$ cat config.mk
export PLATFORM = sky130hd
export DESIGN_NAME = path_matrix_closure
export DESIGN_NICKNAME = d
export VERILOG_FILES = /design/src/hdl/pmc_pkg.sv /design/src/hdl/path_matrix_closure.sv /design/src/hdl/pmc_sequencer.sv /design/src/hdl/pmc_datapath.sv
export SDC_FILE = /design/constraint.sdc
export NUM_CORES = 2
export LEC_CHECK = 0
export BUFFER_PORTS_ARGS = -buffer_cell sky130_fd_sc_hd__buf_2
export CELL_PAD_IN_SITES_DETAIL_PLACEMENT = 1
export CELL_PAD_IN_SITES_GLOBAL_PLACEMENT = 1
export CORE_AREA = 2 2 435 523
export CTS_CLUSTER_SIZE = 10
export DETAILED_ROUTE_END_ITERATION = 12
export DIE_AREA = 0 0 437 525
export PLACE_DENSITY_LB_ADDON = 0.1
export SYNTH_ARGS = -nofsm -noshare
export SYNTH_HDL_FRONTEND = slang
export SYNTH_SLANG_ARGS = --single-unit
$ cat constraint.sdc
create_clock -name clk -period 8.2 [get_ports clk]
set_clock_uncertainty 0.2 [all_clocks]
set_input_delay 1.64 -clock clk [delete_from_list [all_inputs] [get_ports clk]]
set_output_delay 1.64 -clock clk [all_outputs]
set_load 0.005 [all_outputs]
$ cat src/hdl/pmc_pkg.sv
// ----------------------------------------------------------------------------
// pmc_pkg: shared types and constants of the path matrix closure block
// Sizes of the adjacency store, field widths, codes of the stream fields and
// the control word that the sequencer hands to the datapath and output stage.
// ----------------------------------------------------------------------------
package pmc_pkg;

  // Largest vertex count the block is built for.
  localparam int MAX_VERTICES = 32;
  // At most 32 rows of 32 bits can be emitted.
  localparam int ROW_LIMIT = (MAX_VERTICES < 32) ? MAX_VERTICES : 32;
  localparam int ADDR_W = $clog2(ROW_LIMIT);

  // Fixed field widths.
  localparam int VC_W  = 6;
  localparam int IDX_W = 5;
  localparam int ROW_W = 32;

  localparam logic [VC_W-1:0] VC_RESET = 6'd32;

  // Register index on the configuration port (paddr bit 2).
  localparam logic REG_VERTEX_COUNT = 1'b0;

  localparam logic OP_EDGE    = 1'b0;
  localparam logic OP_COMPUTE = 1'b1;
  localparam logic KIND_ACK   = 1'b0;
  localparam logic KIND_ROW   = 1'b1;
  localparam logic STATUS_OK  = 1'b0;
  localparam logic STATUS_BAD = 1'b1;

  localparam int STEP_W = 4;
  typedef logic [STEP_W-1:0] step_t;

  // Adjacency read port address source.
  typedef enum logic [1:0] {
    RD_NONE,
    RD_FROM,
    RD_ROW,
    RD_K
  } rd_sel_t;

  // Datapath register action of a step.
  typedef enum logic [2:0] {
    ACT_NONE,
    ACT_INIT_COMP,
    ACT_LOAD_P,
    ACT_POW_INIT,
    ACT_K_STEP,
    ACT_POW_END,
    ACT_ROW_INC,
    ACT_EDGE_WR
  } act_t;

  // Result produced by a step.
  typedef enum logic [1:0] {
    EMIT_NONE,
    EMIT_ACK_OK,
    EMIT_ACK_BAD,
    EMIT_ROW
  } emit_t;

  // Jump condition of a step; the jump goes to the step's target.
  typedef enum logic [3:0] {
    COND_NEXT,
    COND_ALWAYS,
    COND_NO_REQ,
    COND_IS_EDGE,
    COND_EDGE_BAD,
    COND_N_ONE,
    COND_K_MORE,
    COND_POW_MORE,
    COND_ROW_LAST
  } cond_t;

  typedef struct packed {
    logic    take_in;
    rd_sel_t rd_sel;
    act_t    act;
    emit_t   emit;
    cond_t   cond;
    step_t   target;
  } ctl_t;

  typedef struct packed {
    logic is_edge;
    logic edge_bad;
    logic n_one;
    logic k_more;
    logic pow_more;
    logic row_last;
  } stat_t;

endpackage

$ cat src/hdl/path_matrix_closure.sv
// ----------------------------------------------------------------------------
// path_matrix_closure: reachability matrix of a directed graph
// Loads edges into an adjacency store and, on request, emits the transitive
// closure one row per vertex over a stream interface.
// ----------------------------------------------------------------------------
// Usage. Requests enter on the s_axis channel; s_axis_tuser selects an edge
// load (0) or a closure compute (1). Results leave on m_axis: an edge request
// gives one acknowledgement, a compute gives n rows with tlast on row n-1.
// vertex_count (APB register 0) sets n; it must be written only while idle, which the block does not enforce.
// The block works on one request at a time. An edge request reads the
// stored row of its source vertex, merges the edge into it and then gives
// its acknowledgement; a refused edge is acknowledged without the write.
// The time a compute takes, apart from receiver stalls, is set by the
// inner loop of the microprogram, which reads one adjacency row a cycle
// through the single read port of the store, n reads for each of the n-1
// powers of every row.
// Results pass through one output register, so the next request is taken
// while a result still waits; when the receiver stalls the sequencer holds
// on its next result step until the register frees up.
// A synchronous reset clears the adjacency valid bits at once, so the store
// reads as empty immediately, and returns vertex_count to 32.
// ----------------------------------------------------------------------------
module path_matrix_closure
  import pmc_pkg::*;
(
  input  logic        clk,
  input  logic        rst,
  // APB configuration port
  input  logic        psel,
  input  logic        penable,
  input  logic        pwrite,
  input  logic [2:0]  paddr,
  input  logic [31:0] pwdata,
  output logic [31:0] prdata,
  output logic        pready,
  // Request stream
  input  logic        s_axis_tvalid,
  output logic        s_axis_tready,
  input  logic [15:0] s_axis_tdata,  // [4:0] edge_from, [9:5] edge_to, zero fill
  input  logic        s_axis_tuser,  // [0] op
  // Result stream
  output logic        m_axis_tvalid,
  input  logic        m_axis_tready,
  output logic [39:0] m_axis_tdata,  // [0] edge_status, [5:1] row_index,
                                     // [37:6] row_bits, zero fill
  output logic        m_axis_tuser,  // [0] kind
  output logic        m_axis_tlast
);

  logic [VC_W-1:0]  vertex_count;
  ctl_t             ctl;
  stat_t            stat;
  logic             accept;
  logic             slot_free;
  logic             out_load;
  logic [IDX_W-1:0] dp_row;
  logic [ROW_W-1:0] dp_bits;

  logic             out_valid;
  logic             out_kind;
  logic             out_status;
  logic [IDX_W-1:0] out_row;
  logic [ROW_W-1:0] out_bits;
  logic             out_last;

  // The register index is paddr bit 2; writes elsewhere are ignored.
  assign pready = 1'b1;
  always_comb begin
    prdata = '0;
    if (paddr[2] == REG_VERTEX_COUNT) begin
      prdata = {{(32 - VC_W){1'b0}}, vertex_count};
    end
  end

  always_ff @(posedge clk) begin
    if (rst) begin
      vertex_count <= VC_RESET;
    end else if (psel && penable && pwrite && pready && (paddr[2] == REG_VERTEX_COUNT)) begin
      vertex_count <= pwdata[VC_W-1:0];
    end
  end

  // A request is taken only in the idle step of the microprogram.
  assign s_axis_tready = ctl.take_in;
  assign accept        = s_axis_tvalid && s_axis_tready;

  assign slot_free = !out_valid || m_axis_tready;
  assign out_load  = (ctl.emit != EMIT_NONE) && slot_free;

  pmc_sequencer u_seq (
    .clk       (clk),
    .rst       (rst),
    .req       (s_axis_tvalid),
    .slot_free (slot_free),
    .stat      (stat),
    .ctl       (ctl)
  );

  pmc_datapath u_dp (
    .clk          (clk),
    .rst          (rst),
    .ctl          (ctl),
    .accept       (accept),
    .in_op        (s_axis_tuser),
    .in_from      (s_axis_tdata[4:0]),
    .in_to        (s_axis_tdata[9:5]),
    .vertex_count (vertex_count),
    .stat         (stat),
    .row_index    (dp_row),
    .row_bits     (dp_bits)
  );

  // Output register: loaded by a result step whenever it is free or being
  // emptied in the same cycle.
  always_ff @(posedge clk) begin
    if (rst) begin
      out_valid <= 1'b0;
    end else if (out_load) begin
      out_valid <= 1'b1;
    end else if (m_axis_tready) begin
      out_valid <= 1'b0;
    end
  end

  always_ff @(posedge clk) begin
    if (out_load) begin
      unique case (ctl.emit)
        EMIT_ACK_OK: begin
          out_kind   <= KIND_ACK;
          out_status <= STATUS_OK;
          out_row    <= '0;
          out_bits   <= '0;
          out_last   <= 1'b1;
        end
        EMIT_ACK_BAD: begin
          out_kind   <= KIND_ACK;
          out_status <= STATUS_BAD;
          out_row    <= '0;
          out_bits   <= '0;
          out_last   <= 1'b1;
        end
        EMIT_ROW: begin
          out_kind   <= KIND_ROW;
          out_status <= STATUS_OK;
          out_row    <= dp_row;
          out_bits   <= dp_bits;
          out_last   <= stat.row_last;
        end
        default: begin
        end
      endcase
    end
  end

  assign m_axis_tvalid = out_valid;
  assign m_axis_tuser  = out_kind;
  assign m_axis_tlast  = out_last;
  assign m_axis_tdata  = {2'b00, out_bits, out_row, out_status};

  // Only one request is in flight: the idle step is left on acceptance.
  a_one_request: assert property (@(posedge clk) disable iff (rst)
    accept |=> !s_axis_tready)
    else $error("request taken while another is in progress");

  // A waiting result is never overwritten.
  a_no_overwrite: assert property (@(posedge clk) disable iff (rst)
    !(out_load && out_valid && !m_axis_tready))
    else $error("output register loaded while full and stalled");

  // Every acknowledgement closes its request.
  a_ack_last: assert property (@(posedge clk) disable iff (rst)
    (m_axis_tvalid && (m_axis_tuser == KIND_ACK)) |-> m_axis_tlast)
    else $error("edge acknowledgement without last");

  // The last row of a compute returns the sequencer to idle.
  a_last_row_idle: assert property (@(posedge clk) disable iff (rst)
    (out_load && (ctl.emit == EMIT_ROW) && stat.row_last) |=> s_axis_tready)
    else $error("sequencer not idle after the final row");

endmodule

$ cat src/hdl/pmc_sequencer.sv
// ----------------------------------------------------------------------------
// pmc_sequencer: microprogram store and step counter
// Holds the control program, evaluates its jump conditions and stalls on a
// result step while the output register cannot take the result.
// ----------------------------------------------------------------------------
module pmc_sequencer
  import pmc_pkg::*;
(
  input  logic  clk,
  input  logic  rst,
  input  logic  req,
  input  logic  slot_free,
  input  stat_t stat,
  output ctl_t  ctl
);

  localparam step_t ST_IDLE = 4'd0;
  localparam step_t ST_DISP = 4'd1;
  localparam step_t ST_C0   = 4'd2;
  localparam step_t ST_C1   = 4'd3;
  localparam step_t ST_C2   = 4'd4;
  localparam step_t ST_C3   = 4'd5;
  localparam step_t ST_C4   = 4'd6;
  localparam step_t ST_C5   = 4'd7;
  localparam step_t ST_EMIT = 4'd8;
  localparam step_t ST_NROW = 4'd9;
  localparam step_t ST_E0   = 4'd10;
  localparam step_t ST_E1   = 4'd11;
  localparam step_t ST_EOK  = 4'd12;
  localparam step_t ST_EBAD = 4'd13;

  function automatic ctl_t ucode(input step_t s);
    ctl_t w;
    w.take_in = 1'b0;
    w.rd_sel  = RD_NONE;
    w.act     = ACT_NONE;
    w.emit    = EMIT_NONE;
    w.cond    = COND_NEXT;
    w.target  = ST_IDLE;
    unique case (s)
      ST_IDLE: begin
        w.take_in = 1'b1;
        w.cond    = COND_NO_REQ;
        w.target  = ST_IDLE;
      end
      ST_DISP: begin
        w.cond   = COND_IS_EDGE;
        w.target = ST_E0;
      end
      ST_C0: w.act = ACT_INIT_COMP;
      ST_C1: w.rd_sel = RD_ROW;
      ST_C2: begin
        w.act    = ACT_LOAD_P;
        w.cond   = COND_N_ONE;
        w.target = ST_EMIT;
      end
      ST_C3: w.act = ACT_POW_INIT;
      ST_C4: begin
        w.rd_sel = RD_K;
        w.act    = ACT_K_STEP;
        w.cond   = COND_K_MORE;
        w.target = ST_C4;
      end
      ST_C5: begin
        w.act    = ACT_POW_END;
        w.cond   = COND_POW_MORE;
        w.target = ST_C3;
      end
      ST_EMIT: begin
        w.emit   = EMIT_ROW;
        w.cond   = COND_ROW_LAST;
        w.target = ST_IDLE;
      end
      ST_NROW: begin
        w.act    = ACT_ROW_INC;
        w.cond   = COND_ALWAYS;
        w.target = ST_C1;
      end
      ST_E0: begin
        w.rd_sel = RD_FROM;
        w.cond   = COND_EDGE_BAD;
        w.target = ST_EBAD;
      end
      ST_E1: w.act = ACT_EDGE_WR;
      ST_EOK: begin
        w.emit   = EMIT_ACK_OK;
        w.cond   = COND_ALWAYS;
        w.target = ST_IDLE;
      end
      ST_EBAD: begin
        w.emit   = EMIT_ACK_BAD;
        w.cond   = COND_ALWAYS;
        w.target = ST_IDLE;
      end
      default: begin
        w.cond   = COND_ALWAYS;
        w.target = ST_IDLE;
      end
    endcase
    return w;
  endfunction

  step_t step;
  step_t step_next;
  logic  jump;
  logic  hold;

  assign ctl = ucode(step);

  always_comb begin
    unique case (ctl.cond)
      COND_NEXT:     jump = 1'b0;
      COND_ALWAYS:   jump = 1'b1;
      COND_NO_REQ:   jump = !req;
      COND_IS_EDGE:  jump = stat.is_edge;
      COND_EDGE_BAD: jump = stat.edge_bad;
      COND_N_ONE:    jump = stat.n_one;
      COND_K_MORE:   jump = stat.k_more;
      COND_POW_MORE: jump = stat.pow_more;
      COND_ROW_LAST: jump = stat.row_last;
      default:       jump = 1'b1;
    endcase
    // Result steps carry no datapath action, so holding one is harmless.
    hold = (ctl.emit != EMIT_NONE) && !slot_free;
    if (hold) begin
      step_next = step;
    end else if (jump) begin
      step_next = ctl.target;
    end else begin
      step_next = step + 1'b1;
    end
  end

  always_ff @(posedge clk) begin
    if (rst) begin
      step <= ST_IDLE;
    end else begin
      step <= step_next;
    end
  end

endmodule

$ cat src/hdl/pmc_datapath.sv
// ----------------------------------------------------------------------------
// pmc_datapath: adjacency store and boolean power datapath
// Holds the adjacency rows with per-row valid bits, and the power, reach and
// accumulator rows of the row under computation, as driven by the control word.
// ----------------------------------------------------------------------------
module pmc_datapath
  import pmc_pkg::*;
(
  input  logic             clk,
  input  logic             rst,
  input  ctl_t             ctl,
  input  logic             accept,
  input  logic             in_op,
  input  logic [IDX_W-1:0] in_from,
  input  logic [IDX_W-1:0] in_to,
  input  logic [VC_W-1:0]  vertex_count,
  output stat_t            stat,
  output logic [IDX_W-1:0] row_index,
  output logic [ROW_W-1:0] row_bits
);

  logic [ROW_W-1:0]     adj_mem [ROW_LIMIT];
  logic [ROW_LIMIT-1:0] adj_vld;
  logic [ROW_W-1:0]     adj_rd;
  logic                 adj_rd_ok;
  logic [ADDR_W-1:0]    rd_addr;

  logic             op_reg;
  logic [IDX_W-1:0] from_reg;
  logic [IDX_W-1:0] to_reg;
  logic [IDX_W-1:0] row;
  logic [IDX_W-1:0] k;
  logic [IDX_W-1:0] kd;
  logic             issue_d;
  logic [VC_W-1:0]  pw;
  logic [ROW_W-1:0] pmat;
  logic [ROW_W-1:0] reach;
  logic [ROW_W-1:0] acc;

  logic [VC_W-1:0]  n_eff;
  logic [VC_W-1:0]  n_less;
  logic [IDX_W-1:0] nm1;
  logic [VC_W-1:0]  pw_inc;
  logic [ROW_W-1:0] colmask;
  logic [ROW_W-1:0] adj_m;
  logic [ROW_W-1:0] acc_next;

  // Vertex count saturated into 1 .. ROW_LIMIT.
  always_comb begin
    priority if (vertex_count == '0) begin
      n_eff = VC_W'(1);
    end else if (vertex_count > VC_W'(ROW_LIMIT)) begin
      n_eff = VC_W'(ROW_LIMIT);
    end else begin
      n_eff = vertex_count;
    end
    n_less = n_eff - VC_W'(1);
    nm1    = n_less[IDX_W-1:0];
    pw_inc = pw + VC_W'(1);
    for (int j = 0; j < ROW_W; j++) begin
      colmask[j] = (VC_W'(j) < n_eff);
    end
    adj_m    = (adj_rd_ok ? adj_rd : '0) & colmask;
    acc_next = acc | ((issue_d && pmat[kd]) ? adj_m : '0);
  end

  always_comb begin
    unique case (ctl.rd_sel)
      RD_NONE: rd_addr = '0;
      RD_FROM: rd_addr = from_reg[ADDR_W-1:0];
      RD_ROW:  rd_addr = row[ADDR_W-1:0];
      RD_K:    rd_addr = k[ADDR_W-1:0];
      default: rd_addr = '0;
    endcase
  end

  assign stat.is_edge  = (op_reg == OP_EDGE);
  assign stat.edge_bad = ({1'b0, from_reg} >= n_eff) || ({1'b0, to_reg} >= n_eff);
  assign stat.n_one    = (n_eff == VC_W'(1));
  assign stat.k_more   = (k != nm1);
  assign stat.pow_more = (pw_inc < n_eff);
  assign stat.row_last = (row == nm1);

  assign row_index = row;
  assign row_bits  = reach;

  // Adjacency memory: one registered read, one write per cycle. A new edge is
  // merged into the whole stored row, so edges beyond the current count stay.
  always_ff @(posedge clk) begin
    adj_rd <= adj_mem[rd_addr];
    if (ctl.act == ACT_EDGE_WR) begin
      adj_mem[from_reg[ADDR_W-1:0]] <= (adj_rd_ok ? adj_rd : '0) | (ROW_W'(1) << to_reg);
    end
  end

  always_ff @(posedge clk) begin
    if (rst) begin
      adj_vld   <= '0;
      adj_rd_ok <= 1'b0;
      issue_d   <= 1'b0;
    end else begin
      adj_rd_ok <= adj_vld[rd_addr];
      issue_d   <= (ctl.rd_sel == RD_K);
      if (ctl.act == ACT_EDGE_WR) begin
        adj_vld[from_reg[ADDR_W-1:0]] <= 1'b1;
      end
    end
  end

  always_ff @(posedge clk) begin
    kd <= k;
    if (accept) begin
      op_reg   <= in_op;
      from_reg <= in_from;
      to_reg   <= in_to;
    end
    if (ctl.act == ACT_POW_INIT) begin
      acc <= '0;
    end else begin
      acc <= acc_next;
    end
    unique case (ctl.act)
      ACT_INIT_COMP: row <= '0;
      ACT_LOAD_P: begin
        pmat  <= adj_m;
        reach <= adj_m;
        pw    <= VC_W'(1);
      end
      ACT_POW_INIT: k <= '0;
      ACT_K_STEP:   k <= k + 1'b1;
      ACT_POW_END: begin
        pmat  <= acc_next;
        reach <= reach | acc_next;
        pw    <= pw_inc;
      end
      ACT_ROW_INC: row <= row + 1'b1;
      default: begin
      end
    endcase
  end

endmodule

== Word-level counts from Yosys, hierarchy flattened ==
Memory sizes are Yosys's and may differ from the RTL's. A register that Yosys moved wholly into a read port is not among the register bits.
Index checks and enable logic that the tools add are counted.
Cells by class
  multiplexer cells: 33
  reduce and logical (&&, ||, !) cells: 29
  bitwise operators: 7
  shift operators: 1
  magnitude comparators: 40
  equality and inequality tests: 36
  add/subtract/negate cells: 5
Operators by type and width (number)
  case mux 32 bit (2 select lines): 3
  OR 32 bit: 4
  less-than comparator 5 x 6 -> 1 bit (first input constant): 16
  case mux 8 bit (9 select lines): 1
  2-to-1 mux 32 bit: 2
  less-than comparator 4 x 6 -> 1 bit (first input constant): 8
  AND 32 bit: 1
  equality test 4 x 3 -> 1 bit (second input constant): 8
  left shift 1 x 5 -> 32 bit (first input constant): 1
  case mux 5 bit (2 select lines): 3
  equality test 4 bit (second input constant): 7
  less-than comparator 3 x 6 -> 1 bit (first input constant): 4
  case mux 3 bit (7 select lines): 1
  case mux 5 bit (4 select lines): 1
  less-than comparator 5 x 6 -> 1 bit (second input constant): 3
  2-to-1 mux 6 bit: 3
  equality test 4 x 2 -> 1 bit (second input constant): 4
  nonzero test 2 bit: 7
  equality test 3 bit (second input constant): 4
  >= comparator 5 x 6 -> 1 bit: 2
  less-than comparator 1 x 6 -> 1 bit (first input constant): 2
  less-than comparator 2 x 6 -> 1 bit (first input constant): 2
  case mux 2 bit (3 select lines): 2
  case mux 6 bit (2 select lines): 1
  31 further kinds: 61
Word-level totals
  output and inout port bits: 77
  bits in writable memories: 1024
  bits of input ports: 59
  logic and storage cells: 173
  memories kept: 1
  register bits after elaboration: 213
Memories
  u_dp.adj_mem: depth 32, width 32, rd ports 1, clocked after Yosys merged registers in 1, wr ports 1, line pmc_datapath.sv:22  | logic [ROW_W-1:0] adj_mem [ROW_LIMIT];

== Logic depth before layout (Yosys ltp) ==
  word-level depth: 9
  mapped depth: 14
  depth with buffers taken out: 12

== Hierarchy ==
From an unflattened synthesis, not the netlist that was laid out.
Second synthesis, totals
  cells, all modules: 3242
  area, all modules: 51722.1 um^2
Modules (own cells, without submodules)
  pmc_datapath: cells an instance 2990, sequential area each 35544.1 um^2, times used 1, area an instance 48931.9 um^2
  path_matrix_closure: cells an instance 159, sequential area each 1341.3 um^2, times used 1, area an instance 2109.5 um^2
  pmc_sequencer: cells an instance 93, sequential area each 80.1 um^2, times used 1, area an instance 680.7 um^2

== Worst setup path before layout ==
No wires, ideal clock.
  path kind: reg2reg
  from: register u_seq.step[0]
  to: register u_dp.pmat[0], enable pin
  setup time: 602 ps
  setup slack: 884 ps
  path buffers: 1
  period minus slack after synthesis: 7316 ps
  data required time: 7398 ps
  cell stages (with the launch flop): 6
  arrival: 6514 ps
  cells stage by stage: dfxtp_1 > inv_1 > ha_1 > buf_2 > or3b_2 > a211oi_1
On the way
  longest elaborated chain between the ends: 4
  elaborated cells on any way between the ends: 11
  those cells by class: 9 x eq/ne; 1 x mux; 1 x reduce/logical
RTL lines
  from (decl): line pmc_sequencer.sv:103  | step_t step;
  from (signal assigned): line pmc_sequencer.sv:138  | step <= step_next;
  equality test 4 bit (tied with other cells): line pmc_sequencer.sv:40  | unique case (s)
  case mux 3 bit (7 select lines) (*): line pmc_sequencer.sv:40
  equality test 3 x 2 -> 1 bit / equality test 3 bit (equally long branches): line pmc_datapath.sv:122  | unique case (ctl.act)
  nonzero test 2 bit (no line) (*)
  to (signal assigned): line pmc_datapath.sv:125  | pmat <= adj_m;
  to (signal assigned): line pmc_datapath.sv:132  | pmat <= acc_next;
  to (decl): line pmc_datapath.sv:36  | logic [ROW_W-1:0] pmat;
Every way passes the cells marked *; elsewhere a longest branch is shown, timed or not.
A chain may end at the register's enable or synchronous reset.

== Final worst setup path ==
  from: register u_seq.step[0]
  to: register u_dp.adj_rd[30], read port of u_dp.adj_mem
On the way
  longest elaborated chain between the ends: 4
  elaborated cells on any way between the ends: 9
  those cells by class: 6 x eq/ne; 2 x mux; 1 x reduce/logical
RTL lines
  equality test 4 bit (tied with other cells): line pmc_sequencer.sv:40
  case mux 2 bit (3 select lines) (*): line pmc_sequencer.sv:40
  equality test 2 bit (tied with other cells): line pmc_datapath.sv:68  | unique case (ctl.rd_sel)
  case mux 5 bit (4 select lines) (*): line pmc_datapath.sv:68
  to (decl): line pmc_datapath.sv:24  | logic [ROW_W-1:0] adj_rd;
Marked as above.

==> results.cfg <==
[logic_synthesis]
synth_ff_type = edfxtp_1
syn_area_per_cell_sq_um = 13.8
yosysSeqAreaShare = 0.721
yosysWarnings = 0
syn_area_sq_um = 51300
synth_edf_count = 1155
ys_ff_latch = 1269
ys_types = 61
synthCells = 3709
ys_async_sr_fraction = 0

[critical_path]
start_kind = flip-flop
path_delay_family = simple AND/OR/NAND/NOR gates
cp-end-kind = flip-flop
path_buf_inv = 3
cp_max_fo = 45
path_cells = inv_1 -> ha_1 -> nand2_1 -> nor2_1 -> a221o_4 -> buf_4 -> buf_4 -> and2_1 -> a211oi_1 -> a311oi_1 -> a211oi_1 -> nor4_1
arrival_ps = 5290
cpMaxStageDelayCell = a221o_4
critPathMaxStageDelay_ps = 660
worstPathRequired_ps = 8670
worstSetupPathType = flip-flop to flip-flop

[clocking]
root_buffer = clkbuf_16
cts_hold_buf = 0
numCtsBuffers = 150
cts_setup_buffers = 0
clock-sinks = 1269
clk_path_buf_depth = 3
clk_latency_ps = 790
cts_max_level = 4
clk_pin_slew_ps = 60
cts_tree = done
cts_resized = 0

[floorplanning]
rows = 191
dieArea_sq_um = 229000
io_pins = 136
die_h_um = 525
dieWidth_um = 437
start_util = 0.228
core_area_sq_um = 225000

[sta]
layout_min_cycle_time_ps = 4820
finalSetupViolations = 0
rsz0062_at_grt = no
setup_tns_ps = 0
fin_crit_sh = 0.588
final_hold_viol_count = 0
finalMaxSlewViolations = 0
slew_headroom = 0.181
fmax_mhz = 207
max_slew.worst_pin.slew_ps = 1230

[routing]
first_pass_iters = 5
vias = 31300
wire_per_inst_um = 26.5
drc = 0
final_antenna_net_count = 0
drtIter0Drc = 1853
wl_um = 181000
vias_per_cell = 4.57

[global_route]
grt_overflow_total = 0
grt.total_usage = 0.156
antenna_found_initial = 10
grt_pass1_wl_um = 256000
grt_pass1_vias = 32800
grt_start_max_net_pins = 140

[final_layout]
utilization = 0.266
fin_area_sq_um = 59800
drive_gt1_frac = 0.111
layout.cells.most_common = edfxtp_1
area_growth_pct = 16.7
largest_reg_flops = 1024
fillerInstances = 24000
final_nets = 3826
final_cell_mix = edfxtp_1 (1,155), nand2_1 (592), a211oi_1 (404)

[placement]
dp_hpwl_um = 94600
io_buffers = 72
placed_cell_area_sq_um = 55300
gp_congestion = 0.723

[status]
status = complete, no violations

[power_and_ir_drop]
vdd_drop_max_uv = 176
p_leak_uw = 0.0195
powerDensity_nw_per_um2 = 263

[run]
maxCapViolations = 0

[worst_hold_path]
hp-class = flip-flop to flip-flop
[cell usage after synthesis (all sizes together), types with 3 or more instances]
cell type | instances | area (sq um)
edfxtp | 1155 | 34700
nand2 | 594 | 2230
a211oi | 405 | 3040
and2 | 305 | 1910
buf | 171 | 957
a31oi | 140 | 876
clkbuf | 134 | 505
a311oi | 131 | 1150
nor2 | 118 | 443
dfxtp | 114 | 2280
a21oi | 58 | 290
o21ai | 44 | 220
a21o | 36 | 270
nor4 | 35 | 219
o21a | 32 | 240
a22o | 31 | 272
ha | 24 | 300
nand3 | 22 | 110
inv | 20 | 75.1
nor2b | 18 | 113
xnor2 | 12 | 105
mux2i | 11 | 110
nand2b | 11 | 76.3
mux4 | 10 | 225
and3 | 9 | 56.3
nor3 | 8 | 40.0
xor2 | 8 | 70.1
o31ai | 7 | 52.6
or2 | 6 | 37.5
nand3b | 4 | 30.0
nand4 | 3 | 18.8
o211ai | 3 | 22.5
o22ai | 3 | 18.8
[metrics by stage]
step           worst slack (ps)  hold slack, ps  cells  power (uW)
3_3_place_gp               3380             243   6582        9610
2_1_floorplan               884             224   3736        8760
3_5_place_dp               3310             249   6582        9610
6_report                   3380             259   6854       15700
4_1_cts                    3250             263   6852       16000
5_1_grt                    2920             280   6853       16400
[worst paths after layout]
| kind | end | cells after the start | slack, ps | start |
|---|---|---|---|---|
| min reg2reg | u_dp.adj_vld[31]$_SDFFE_PP0P_ | 1 | 260 | u_dp.adj_vld[31]$_SDFFE_PP0P_ |
| min | u_dp.adj_vld[31]$_SDFFE_PP0P_ | 1 | 260 | u_dp.adj_vld[31]$_SDFFE_PP0P_ |
| max reg2reg | u_dp.adj_rd[30]$_DFF_P_ | 12 | 3380 | u_seq.step[0]$_SDFFE_PP0N_ |
| max | u_dp.adj_rd[30]$_DFF_P_ | 12 | 3380 | u_seq.step[0]$_SDFFE_PP0N_ |
[power breakdown]
group,internal [uW],switching (uW)
combinational,468,1390
sequential,7420,130
clock,3600,2730
[worst reg2reg max path: cells and delay by family, from the launching register on]
kind | cells | cell delay (ps)
AOI/OAI and AO/OA | 4 | 1140
adders and majority gates | 1 | 420
buffers and inverters | 3 | 1180
and+or+nand+nor | 4 | 1410
DFF | 1 | 350
[kinds of logic (layout without fill, tap and decap cells)]
kind of cell / after synthesis / after routing / synth area share
flops: 1269 / 1269 / 0.721
simple gates: 1139 / 1139 / 0.104
compound gates: 908 / 908 / 0.129
buf+inv: 325 / 450 / 0.0300
fa+ha+maj: 24 / 24 / 0.00586
mux: 22 / 22 / 0.00676
xor+xnor: 20 / 20 / 0.00342
other cells: 2 / 31 / 0.000146
[layer usage]
metal | global-route usage | vias to the layer above | share of wire
met5 | 0 | - | 0
met4 | 0.0511 | 0 | 0.030
met3 | 0.0249 | 258 | 0.034
met2 | 0.267 | 537 | 0.49
met1 | 0.201 | 16300 | 0.45
li1 | - | 14200 | -
[layout make-up]
class,count,area (sq um),area share
multi-input combinational,2142,13300,0.223
sequential,1269,37000,0.618
antenna,2,5.00,0.0000837
clock inverter,15,139,0.00232
clock buffer,255,4360,0.0729
timing repair buffer,160,1200,0.0200
inverter,20,75.1,0.00125
tap,2991,3740,0.0626
Note: power is estimated with default switching activity, not from simulation.
